[config.mk]
export PLATFORM = sky130hd
export DESIGN_NAME = mbox_body_from_quoter
export DESIGN_NICKNAME = d
export VERILOG_FILES = /design/src/rtl/core/mbfq_pkg.sv /design/src/rtl/core/mbfq_front.sv /design/src/rtl/core/mbfq_queue.sv /design/src/rtl/core/mbfq_back.sv /design/src/rtl/core/mbox_body_from_quoter.sv
export VERILOG_INCLUDE_DIRS = /design/src /design/src/rtl/core
export SDC_FILE = /design/constraint.sdc
export NUM_CORES = 1
export LEC_CHECK = 0
export BUFFER_PORTS_ARGS = -buffer_cell sky130_fd_sc_hd__buf_2
export CAP_MARGIN = 20
export CELL_PAD_IN_SITES_DETAIL_PLACEMENT = 1
export CELL_PAD_IN_SITES_GLOBAL_PLACEMENT = 1
export CORE_ASPECT_RATIO = 1.5
export CORE_MARGIN = 2
export CORE_UTILIZATION = 45
export CTS_BUF_LIST = sky130_fd_sc_hd__clkbuf_4 sky130_fd_sc_hd__clkbuf_8
export DETAILED_ROUTE_END_ITERATION = 6
export PLACE_DENSITY = 0.64
export SLEW_MARGIN = 5
export SYNTH_ARGS = -nofsm -noshare
export SYNTH_HDL_FRONTEND = slang
export SYNTH_HIERARCHICAL = 1
export SYNTH_SLANG_ARGS = --single-unit
[constraint.sdc]
create_clock -name i_clk -period 5.2 [get_ports i_clk]
set_clock_uncertainty 0.1 [all_clocks]
set_input_delay 0.78 -clock i_clk [delete_from_list [all_inputs] [get_ports i_clk]]
set_output_delay 0.78 -clock i_clk [all_outputs]
set_load 0.01 [all_outputs]
[src/rtl/core/mbox_body_from_quoter_defines.svh]
// ----------------------------------------------------------------------------
// mbox_body_from_quoter assertion macros
// Shared concurrent assertion wrappers for the "From " quoting block.
// ----------------------------------------------------------------------------
`ifndef MBOX_BODY_FROM_QUOTER_DEFINES_SVH
`define MBOX_BODY_FROM_QUOTER_DEFINES_SVH

`ifndef SYNTHESIS

// expr must hold at every clock edge outside reset
`define MBFQ_ASSERT(lbl, clk, rst_n, expr, msg) \
    lbl: assert property (@(posedge clk) disable iff (!(rst_n)) (expr)) \
        else $error(msg);

// when ante holds, cons must hold in the next clock cycle
`define MBFQ_ASSERT_NEXT(lbl, clk, rst_n, ante, cons, msg) \
    lbl: assert property (@(posedge clk) disable iff (!(rst_n)) (ante) |=> (cons)) \
        else $error(msg);

`else

`define MBFQ_ASSERT(lbl, clk, rst_n, expr, msg)
`define MBFQ_ASSERT_NEXT(lbl, clk, rst_n, ante, cons, msg)

`endif

`endif

[src/rtl/core/mbfq_pkg.sv]
// ----------------------------------------------------------------------------
// mbfq_pkg
// Types and character constants for the mailbox "From " line quoter.
// ----------------------------------------------------------------------------
`default_nettype none

package mbfq_pkg;

    localparam logic [7:0] CH_QUOTE = 8'h3E;
    localparam logic [7:0] CH_NL    = 8'h0A;
    localparam logic [7:0] CH_SP    = 8'h20;
    localparam logic [7:0] CH_TAB   = 8'h09;
    localparam logic [7:0] CASE_BIT = 8'h20;

    // output slots of one command, in emission order
    localparam int NUM_HELD  = 4;
    localparam int NUM_SLOTS = 7;
    localparam int SLOT_QUOTE = 0;
    localparam int SLOT_HELD0 = 1;
    localparam int SLOT_BYTE  = 5;
    localparam int SLOT_NL    = 6;

    // one decoded input item: what the back end has to emit
    typedef struct packed {
        logic                 quote;
        logic [2:0]           held_cnt;
        logic [3:0][7:0]      held;
        logic                 has_byte;
        logic [7:0]           data;
        logic                 nl;
    } t_cmd;

    // lower-case letters of the keyword, by match position
    function automatic logic [7:0] word_letter(input logic [1:0] pos);
        logic [7:0] c;
        case (pos)
            2'd0:    c = 8'h66;
            2'd1:    c = 8'h72;
            2'd2:    c = 8'h6F;
            default: c = 8'h6D;
        endcase
        return c;
    endfunction

endpackage

`default_nettype wire

[src/rtl/core/mbfq_front.sv]
// ----------------------------------------------------------------------------
// mbfq_front
// Line-start tracking and "From " matching; turns input bytes into commands.
// ----------------------------------------------------------------------------
`default_nettype none
`include "mbox_body_from_quoter_defines.svh"

module mbfq_front
    import mbfq_pkg::*;
(
    input  wire logic       i_clk,
    input  wire logic       i_rst_n,
    input  wire logic       i_tvalid,
    output logic            o_tready,
    input  wire logic [7:0] i_tdata,    // body_byte
    input  wire logic       i_tuser,    // byte_present
    input  wire logic       i_tlast,    // body_end
    input  wire logic       i_q_full,
    output logic            o_push,
    output t_cmd            o_cmd
);

    typedef enum logic [1:0] {
        PH_START = 2'd0,
        PH_MATCH = 2'd1,
        PH_MID   = 2'd2
    } t_phase;

    t_phase          r_phase, n_phase;
    logic [2:0]      r_pos, n_pos;
    logic [3:0][7:0] r_held, n_held;
    logic            accept;
    logic            is_nl, is_ws;
    logic [7:0]      lower;
    t_cmd            cmd;

    assign accept   = i_tvalid && !i_q_full;
    assign o_tready = !i_q_full;
    assign is_nl    = (i_tdata == CH_NL);
    assign is_ws    = (i_tdata == CH_SP) || (i_tdata == CH_TAB);
    assign lower    = i_tdata | CASE_BIT;

    always_comb begin
        n_phase      = r_phase;
        n_pos        = r_pos;
        n_held       = r_held;
        cmd          = '0;
        cmd.data     = i_tdata;

        if (i_tuser) begin
            unique case (r_phase)
                PH_START: begin
                    if (i_tdata == CH_QUOTE) begin
                        cmd.has_byte = 1'b1;
                    end else if (lower == word_letter(2'd0)) begin
                        n_held[0] = i_tdata;
                        n_pos     = 3'd1;
                        n_phase   = PH_MATCH;
                    end else begin
                        cmd.has_byte = 1'b1;
                        n_phase      = is_nl ? PH_START : PH_MID;
                    end
                end
                PH_MATCH: begin
                    if (r_pos < 3'd4 && lower == word_letter(r_pos[1:0])) begin
                        n_held[r_pos[1:0]] = i_tdata;
                        n_pos              = r_pos + 3'd1;
                    end else if (r_pos >= 3'd4 && is_ws) begin
                        // full match: extra quote, held letters, then the blank
                        cmd.quote    = 1'b1;
                        cmd.held_cnt = r_pos;
                        cmd.has_byte = 1'b1;
                        n_pos        = 3'd0;
                        n_phase      = PH_MID;
                    end else begin
                        cmd.held_cnt = r_pos;
                        cmd.has_byte = 1'b1;
                        n_pos        = 3'd0;
                        n_phase      = is_nl ? PH_START : PH_MID;
                    end
                end
                default: begin
                    cmd.has_byte = 1'b1;
                    if (is_nl) begin
                        n_phase = PH_START;
                    end
                end
            endcase
        end

        if (i_tlast) begin
            // flush whatever is still held, then close the body
            if (n_phase == PH_MATCH) begin
                cmd.held_cnt = n_pos;
            end
            cmd.nl  = 1'b1;
            n_phase = PH_START;
            n_pos   = 3'd0;
        end

        cmd.held = n_held;
    end

    assign o_cmd  = cmd;
    assign o_push = accept &&
                    (cmd.quote || cmd.held_cnt != 3'd0 || cmd.has_byte || cmd.nl);

    always_ff @(posedge i_clk) begin
        if (!i_rst_n) begin
            r_phase <= PH_START;
            r_pos   <= 3'd0;
        end else if (accept) begin
            r_phase <= n_phase;
            r_pos   <= n_pos;
        end
    end

    always_ff @(posedge i_clk) begin
        if (accept) begin
            r_held <= n_held;
        end
    end

    `MBFQ_ASSERT(a_match_has_letters, i_clk, i_rst_n,
        (r_phase != PH_MATCH) || (r_pos >= 3'd1 && r_pos <= 3'd4),
        "front: matching phase without held letters")
    `MBFQ_ASSERT(a_idle_holds_nothing, i_clk, i_rst_n,
        (r_phase == PH_MATCH) || (r_pos == 3'd0),
        "front: letters held outside matching phase")

endmodule

`default_nettype wire

[src/rtl/core/mbfq_queue.sv]
// ----------------------------------------------------------------------------
// mbfq_queue
// Short command FIFO between the matcher and the byte serializer.
// ----------------------------------------------------------------------------
`default_nettype none
`include "mbox_body_from_quoter_defines.svh"

module mbfq_queue
    import mbfq_pkg::*;
#(
    parameter int DEPTH = 4
) (
    input  wire logic i_clk,
    input  wire logic i_rst_n,
    input  wire logic i_push,
    input  wire t_cmd i_cmd,
    output logic      o_full,
    input  wire logic i_pop,
    output logic      o_valid,
    output t_cmd      o_cmd
);

    localparam int PW = (DEPTH > 1) ? $clog2(DEPTH) : 1;
    localparam int CW = $clog2(DEPTH + 1);
    localparam logic [PW-1:0] LAST_IDX = PW'(DEPTH - 1);
    localparam logic [CW-1:0] FULL_CNT = CW'(DEPTH);

    t_cmd          r_mem [DEPTH];
    logic [PW-1:0] r_wr_ptr, r_rd_ptr;
    logic [CW-1:0] r_count;
    logic          do_push, do_pop;

    assign o_full  = (r_count == FULL_CNT);
    assign o_valid = (r_count != '0);
    assign o_cmd   = r_mem[r_rd_ptr];
    assign do_push = i_push && !o_full;
    assign do_pop  = i_pop && o_valid;

    always_ff @(posedge i_clk) begin
        if (!i_rst_n) begin
            r_wr_ptr <= '0;
            r_rd_ptr <= '0;
            r_count  <= '0;
        end else begin
            if (do_push) begin
                r_wr_ptr <= (r_wr_ptr == LAST_IDX) ? '0 : r_wr_ptr + 1'b1;
            end
            if (do_pop) begin
                r_rd_ptr <= (r_rd_ptr == LAST_IDX) ? '0 : r_rd_ptr + 1'b1;
            end
            case ({do_push, do_pop})
                2'b10:   r_count <= r_count + 1'b1;
                2'b01:   r_count <= r_count - 1'b1;
                default: r_count <= r_count;
            endcase
        end
    end

    always_ff @(posedge i_clk) begin
        if (do_push) begin
            r_mem[r_wr_ptr] <= i_cmd;
        end
    end

    `MBFQ_ASSERT(a_no_push_when_full, i_clk, i_rst_n,
        !(i_push && o_full),
        "queue: push while full")

endmodule

`default_nettype wire

[src/rtl/core/mbfq_back.sv]
// ----------------------------------------------------------------------------
// mbfq_back
// Serializes one command into output bytes, one beat per cycle unless stalled.
// ----------------------------------------------------------------------------
`default_nettype none
`include "mbox_body_from_quoter_defines.svh"

module mbfq_back
    import mbfq_pkg::*;
(
    input  wire logic       i_clk,
    input  wire logic       i_rst_n,
    input  wire logic       i_q_valid,
    input  wire t_cmd       i_q_cmd,
    output logic            o_q_pop,
    output logic            o_tvalid,
    input  wire logic       i_tready,
    output logic [7:0]      o_tdata,    // out_byte
    output logic            o_tlast,    // run_last
    output logic            o_tuser     // message_done
);

    t_cmd                 r_cur;
    logic                 r_cur_valid;
    logic [NUM_SLOTS-1:0] r_rem;
    logic                 r_out_valid;
    logic [7:0]           r_out_byte;
    logic                 r_out_last;
    logic                 r_out_done;

    logic [NUM_SLOTS-1:0] low, rest, load_mask;
    logic [7:0]           slot_byte;
    logic                 can_out, emit, last, load, pop;

    always_comb begin
        load_mask             = '0;
        load_mask[SLOT_QUOTE] = i_q_cmd.quote;
        for (int i = 0; i < NUM_HELD; i++) begin
            load_mask[SLOT_HELD0 + i] = (3'(i) < i_q_cmd.held_cnt);
        end
        load_mask[SLOT_BYTE]  = i_q_cmd.has_byte;
        load_mask[SLOT_NL]    = i_q_cmd.nl;
    end

    // lowest pending slot goes out next
    assign low  = r_rem & (~r_rem + 1'b1);
    assign rest = r_rem & ~low;

    always_comb begin
        slot_byte = '0;
        if (low[SLOT_QUOTE]) begin
            slot_byte = slot_byte | CH_QUOTE;
        end
        for (int i = 0; i < NUM_HELD; i++) begin
            if (low[SLOT_HELD0 + i]) begin
                slot_byte = slot_byte | r_cur.held[i];
            end
        end
        if (low[SLOT_BYTE]) begin
            slot_byte = slot_byte | r_cur.data;
        end
        if (low[SLOT_NL]) begin
            slot_byte = slot_byte | CH_NL;
        end
    end

    assign can_out = !r_out_valid || i_tready;
    assign emit    = can_out && r_cur_valid;
    assign last    = (rest == '0);
    assign load    = !r_cur_valid || (emit && last);
    assign pop     = load && i_q_valid;
    assign o_q_pop = pop;

    always_ff @(posedge i_clk) begin
        if (!i_rst_n) begin
            r_cur_valid <= 1'b0;
            r_rem       <= '0;
            r_out_valid <= 1'b0;
        end else begin
            if (emit) begin
                r_out_valid <= 1'b1;
            end else if (i_tready) begin
                r_out_valid <= 1'b0;
            end

            if (pop) begin
                r_cur_valid <= 1'b1;
                r_rem       <= load_mask;
            end else if (emit) begin
                r_cur_valid <= !last;
                r_rem       <= rest;
            end
        end
    end

    always_ff @(posedge i_clk) begin
        if (pop) begin
            r_cur <= i_q_cmd;
        end
        if (emit) begin
            r_out_byte <= slot_byte;
            r_out_last <= last;
            r_out_done <= low[SLOT_NL];
        end
    end

    assign o_tvalid = r_out_valid;
    assign o_tdata  = r_out_byte;
    assign o_tlast  = r_out_last;
    assign o_tuser  = r_out_done;

    `MBFQ_ASSERT(a_busy_has_work, i_clk, i_rst_n,
        !r_cur_valid || (r_rem != '0),
        "back: active command with no bytes left")
    `MBFQ_ASSERT_NEXT(a_emit_shows_beat, i_clk, i_rst_n,
        emit, r_out_valid,
        "back: emitted beat not presented")

endmodule

`default_nettype wire

[src/rtl/core/mbox_body_from_quoter.sv]
// A byte passes the queue, serializer and output registers. Throughput: one
// output beat per cycle while m_axis_tready is high; one input byte per cycle
// while each byte yields at most one beat. A byte with more beats holds the
// serializer until done; the queue absorbs short bursts, then the input stalls.
// Reset (synchronous, active low) returns to line start and empties all stages.
// ----------------------------------------------------------------------------
// mbox_body_from_quoter
// Copies a body, adding one '>' to lines starting >*From and a space or tab.
// ----------------------------------------------------------------------------
`default_nettype none

module mbox_body_from_quoter
    import mbfq_pkg::*;
#(
    parameter int QUEUE_DEPTH = 4
) (
    input  wire logic       i_clk,
    input  wire logic       i_rst_n,
    input  wire logic       s_axis_tvalid,
    output logic            s_axis_tready,
    input  wire logic [7:0] s_axis_tdata,   // [7:0] body_byte
    input  wire logic       s_axis_tuser,   // [0] byte_present
    input  wire logic       s_axis_tlast,   // body_end
    output logic            m_axis_tvalid,
    input  wire logic       m_axis_tready,
    output logic [7:0]      m_axis_tdata,   // [7:0] out_byte
    output logic            m_axis_tuser,   // [0] message_done
    output logic            m_axis_tlast    // run_last
);

    logic q_full, q_valid, push, pop;
    t_cmd push_cmd, head_cmd;

    mbfq_front u_front (
        .i_clk    (i_clk),
        .i_rst_n  (i_rst_n),
        .i_tvalid (s_axis_tvalid),
        .o_tready (s_axis_tready),
        .i_tdata  (s_axis_tdata),
        .i_tuser  (s_axis_tuser),
        .i_tlast  (s_axis_tlast),
        .i_q_full (q_full),
        .o_push   (push),
        .o_cmd    (push_cmd)
    );

    mbfq_queue #(
        .DEPTH (QUEUE_DEPTH)
    ) u_queue (
        .i_clk   (i_clk),
        .i_rst_n (i_rst_n),
        .i_push  (push),
        .i_cmd   (push_cmd),
        .o_full  (q_full),
        .i_pop   (pop),
        .o_valid (q_valid),
        .o_cmd   (head_cmd)
    );

    mbfq_back u_back (
        .i_clk     (i_clk),
        .i_rst_n   (i_rst_n),
        .i_q_valid (q_valid),
        .i_q_cmd   (head_cmd),
        .o_q_pop   (pop),
        .o_tvalid  (m_axis_tvalid),
        .i_tready  (m_axis_tready),
        .o_tdata   (m_axis_tdata),
        .o_tlast   (m_axis_tlast),
        .o_tuser   (m_axis_tuser)
    );

endmodule

`default_nettype wire
==> run metrics <==
antenna violations before repair 1; number of global-route vias before repair 6485; sequential fraction of the synthesis area 72.9%; Fmax 247 MHz; asr flop ratio synth 0%; final period utilization 78.0%; Lkg Pwr 3.66 nW; IO Pins 26; Post-DP Area 11900 um^2; leading cell types by total area after synthesis edfxtp_1 (69%), mux4_2 (7.8%), dfxtp_1 (4.0%); First-pass DRT Iterations 5; Critical Path Start Type flip-flop; Routed WL 24.1 mm; Critical Path Slowest Stage Cell a2111oi_2; layout cells sized above 1 24.1%; first-pass GRT wire length 37.8 mm; largest net degree at the start of global routing 47; Final Cell Area 12800 um^2; CP required 5.59 ns; RSZ-0062 raised after global routing no; CTS H-tree depth 2; outcome finished clean; Yosys top cell by area edfxtp_1; Clk pwr share 29.7%; worst-margin pin slew 1.01 ns; part of the power in registers 51.4%; Worst R2R Path Depth 16; total congestion overflow 0; via count 5858; die area 27100 um^2; Post-synth EDFFs 266; WP data arrival 4.44 ns; Worst Hold Class in -> reg; max-cap viol count 0; GP Congestion 0.819; CTS tree done; Hold Violations, Final 0; combinational share of power 18.9%; Net Sw Power 1.78 mW; NumNets Final 711; setup bufs post-CTS 0; Setup Viol. Count Final 0; Vias/cell 5.59; setup tns final 0 ns; post_cts resized 0; Max Transition Viols Final 0; clk slew on worst S/H paths 0.06 ns; WS Path Type reg -> reg; hpwl dp 15.3 mm; r2r setup slk 1.15 ns; port bufs 25; hold buffer count at cts 0; #FFs+latches synth 289; DR iter-0 viols 333; CTS max path bufs 3; fin cells 1048; drt drc 0; Antenna Nets Post-Route 0; yosys warns 6; Mapped Cells 642; total track usage 18.7%; critical-path cell list inv_1, ha_1, or3b_1, a2111oi_2, a31oi_1, o21a_1, nor3_1, nor2_1, nor2b_1, inv_1, ha_1, inv_1, fa_1, xor2_1, or3_1, a21boi_0; worst setup path startpoint u_front/r_pos[1]$_SDFFE_PN0P_; syn avg cell area 18.1 um^2; switching part of the total power 28.9%; Yosys top cell area share 68.9%; core area 25600 um^2; peak supply drop 373 uV; synthesized net count 668; CP endpoint u_queue/r_count[2]$_SDFFE_PN0P_; worst-skew pair later-pin latency 0.57 ns; clk sinks 289; number of inserted diodes 0; Die X-Extent 135 um; Area growth syn-to-layout 10.3%; post-synthesis cell type count 69; Max stage delay on crit path 0.51 ns; Routed WL per cell 23.0 um; # placed instances 973; Syn Std Cell Area 11600 um^2; min cycle time layout 4.05 ns; Worst path most repeated cell inv_1; top_reg_cell synth edfxtp_1; Worst Setup End Kind flip-flop; CTS root buffer clkbuf_8; Row Count 72; Max FO, Critical Path 7; Die H 201 um; Internal 4.39 mW; initial core utilization 45.3%; relative slew slack 32.6%; Critical R2R Launch u_front/r_pos[1]$_SDFFE_PN0P_; Pwr Density 482 nW/um^2; CTS buffer count 43; Worst R2R End u_queue/r_count[2]$_SDFFE_PN0P_
## cell families (layout without fill, tap and decap cells)
group                    Yosys count  count (layout)  synth area share (%)
XOR/XNOR                           3               3                 0.227
AO/OA/AOI/OAI                     88              88                  5.50
buffers and inverters             60             133                  3.25
AND/OR/NAND/NOR                  124             124                  5.81
multiplexers                      65              65                  10.9
flip-flops                       289             289                  72.9
adder cells (fa/ha/maj)           13              13                  1.45
## how the worst min path moves through the flow
stage                     depth (start not counted)                        startpoint                                to
after floorplan                                   2  u_queue/r_wr_ptr[1]$_SDFFE_PN0P_  u_queue/r_wr_ptr[1]$_SDFFE_PN0P_
after global placement                            2  u_queue/r_wr_ptr[1]$_SDFFE_PN0P_  u_queue/r_wr_ptr[1]$_SDFFE_PN0P_
after detailed placement                          2  u_queue/r_wr_ptr[1]$_SDFFE_PN0P_  u_queue/r_wr_ptr[1]$_SDFFE_PN0P_
after CTS                                         1                   s_axis_tdata[7]     u_queue/r_mem[2][8]$_DFFE_PP_
after global routing                              1                   s_axis_tdata[7]     u_queue/r_mem[2][8]$_DFFE_PP_
final                                             1                   s_axis_tdata[7]     u_queue/r_mem[2][8]$_DFFE_PP_
## cell usage after synthesis (4+ instances only)
cell type,instances
nor3_1,5
mux2i_1,8
and2_1,13
dfxtp_1,23
clkbuf_1,9
buf_2,8
a221oi_1,6
mux4_1,6
ha_1,11
buf_4,13
edfxtp_1,266
buf_12,4
inv_1,21
mux4_2,40
nor2_1,13
mux2_2,11
nand3_1,13
o21ai_0,25
nor2b_1,9
nand2_1,31
a221o_1,5
o211ai_1,5
a21o_1,4
a21oi_1,5
nand2b_1,13
## area by class of cell
| type | count | area, um^2 |
|---|---|---|
| inverters | 21 | 78.8 |
| well taps | 333 | 417 |
| fillers | 2414 | 12800 |
| repair buffers | 37 | 215 |
| flip-flops and latches | 289 | 8450 |
| clock buffers | 59 | 724 |
| clock inverters | 16 | 129 |
| multi-input cells | 293 | 2770 |
## per-stage QoR
step	setup slack, ns	power, mW	utilization [%]	hold slack [ns]
after CTS	1.15	6.26	50.0	0.377
after floorplan	1.17	4.05	-	0.368
final	1.15	6.17	50.0	0.406
after detailed placement	0.844	4.41	46.7	0.401
after global routing	0.776	6.46	50.0	0.397
after global placement	0.950	4.36	46.7	0.380
## worst max-delay path, delay by kind of cell (launching register included)
| family | cells | cell delay (ns) |
|---|---|---|
| AOI/OAI and AO/OA | 4 | 1.16 |
| DFF | 1 | 0.42 |
| xor gates and xnor gates | 1 | 0.16 |
| and+or+nand+nor | 5 | 1.14 |
| adders and majority gates | 3 | 0.75 |
| buffers and inverters | 3 | 0.26 |
## power by group through the flow
| stage | sequential, mW | clock (mW) | combinational [mW] |
|---|---|---|---|
| 2_1_floorplan | 3.05 | 0 | 1.00 |
| 3_3_place_gp | 3.22 | 0 | 1.15 |
| 3_5_place_dp | 3.23 | 0 | 1.18 |
| 4_1_cts | 3.18 | 1.89 | 1.19 |
| 5_1_grt | 3.22 | 1.97 | 1.27 |
| 6_report | 3.17 | 1.83 | 1.17 |
## state kept, by name (all words and copies together), names as in the netlist, named ones only
register and cells:
u_front/r_held 32, u_back/o_tlast 1, u_queue/r_count 3, u_back/o_tuser 1
u_back/o_tvalid 1, u_back/r_cur 40, u_queue/r_wr_ptr 2, u_front/r_phase 2
u_queue/r_rd_ptr 2, u_queue/r_mem 184, u_back/r_cur_valid 1, u_back/o_tdata 8
u_front/r_pos 3, u_back/r_rem 7
## routing by layer
layer,up-vias,wire [um],GRT usage [%]
li1,2643,-,-
met1,3023,9600,22.3
met2,137,12700,32.4
met3,53,968,3.36
met4,2,892,9.04
met5,-,12,0
## cell usage in the layout (no fill, tap or decap), types with 4 or more instances in the layout
master    Yosys  layout
mux2_2       11      11
clkinv_2      0       6
nand2b_1     13      13
o21ai_0      25      25
buf_4        13      12
clkbuf_8      0      45
a221o_1       5       5
clkbuf_4      1      14
nand3_1      13      13
o211ai_1      5       5
ha_1         11      11
nor2_1       13      13
a21o_1        4       4
mux2i_1       8       8
a21oi_1       5       5
nor2b_1       9       9
mux4_1        6       6
buf_2         8      25
edfxtp_1    266     266
inv_1        21      20
a221oi_1      6       6
clkinv_1      0       7
and2_2        0       4
nor3_1        5       5
mux4_2       40      40
dfxtp_1      23      21
nand2_1      31      31
and2_1       13       9
No activity file was read; power rests on OpenSTA's default activity.
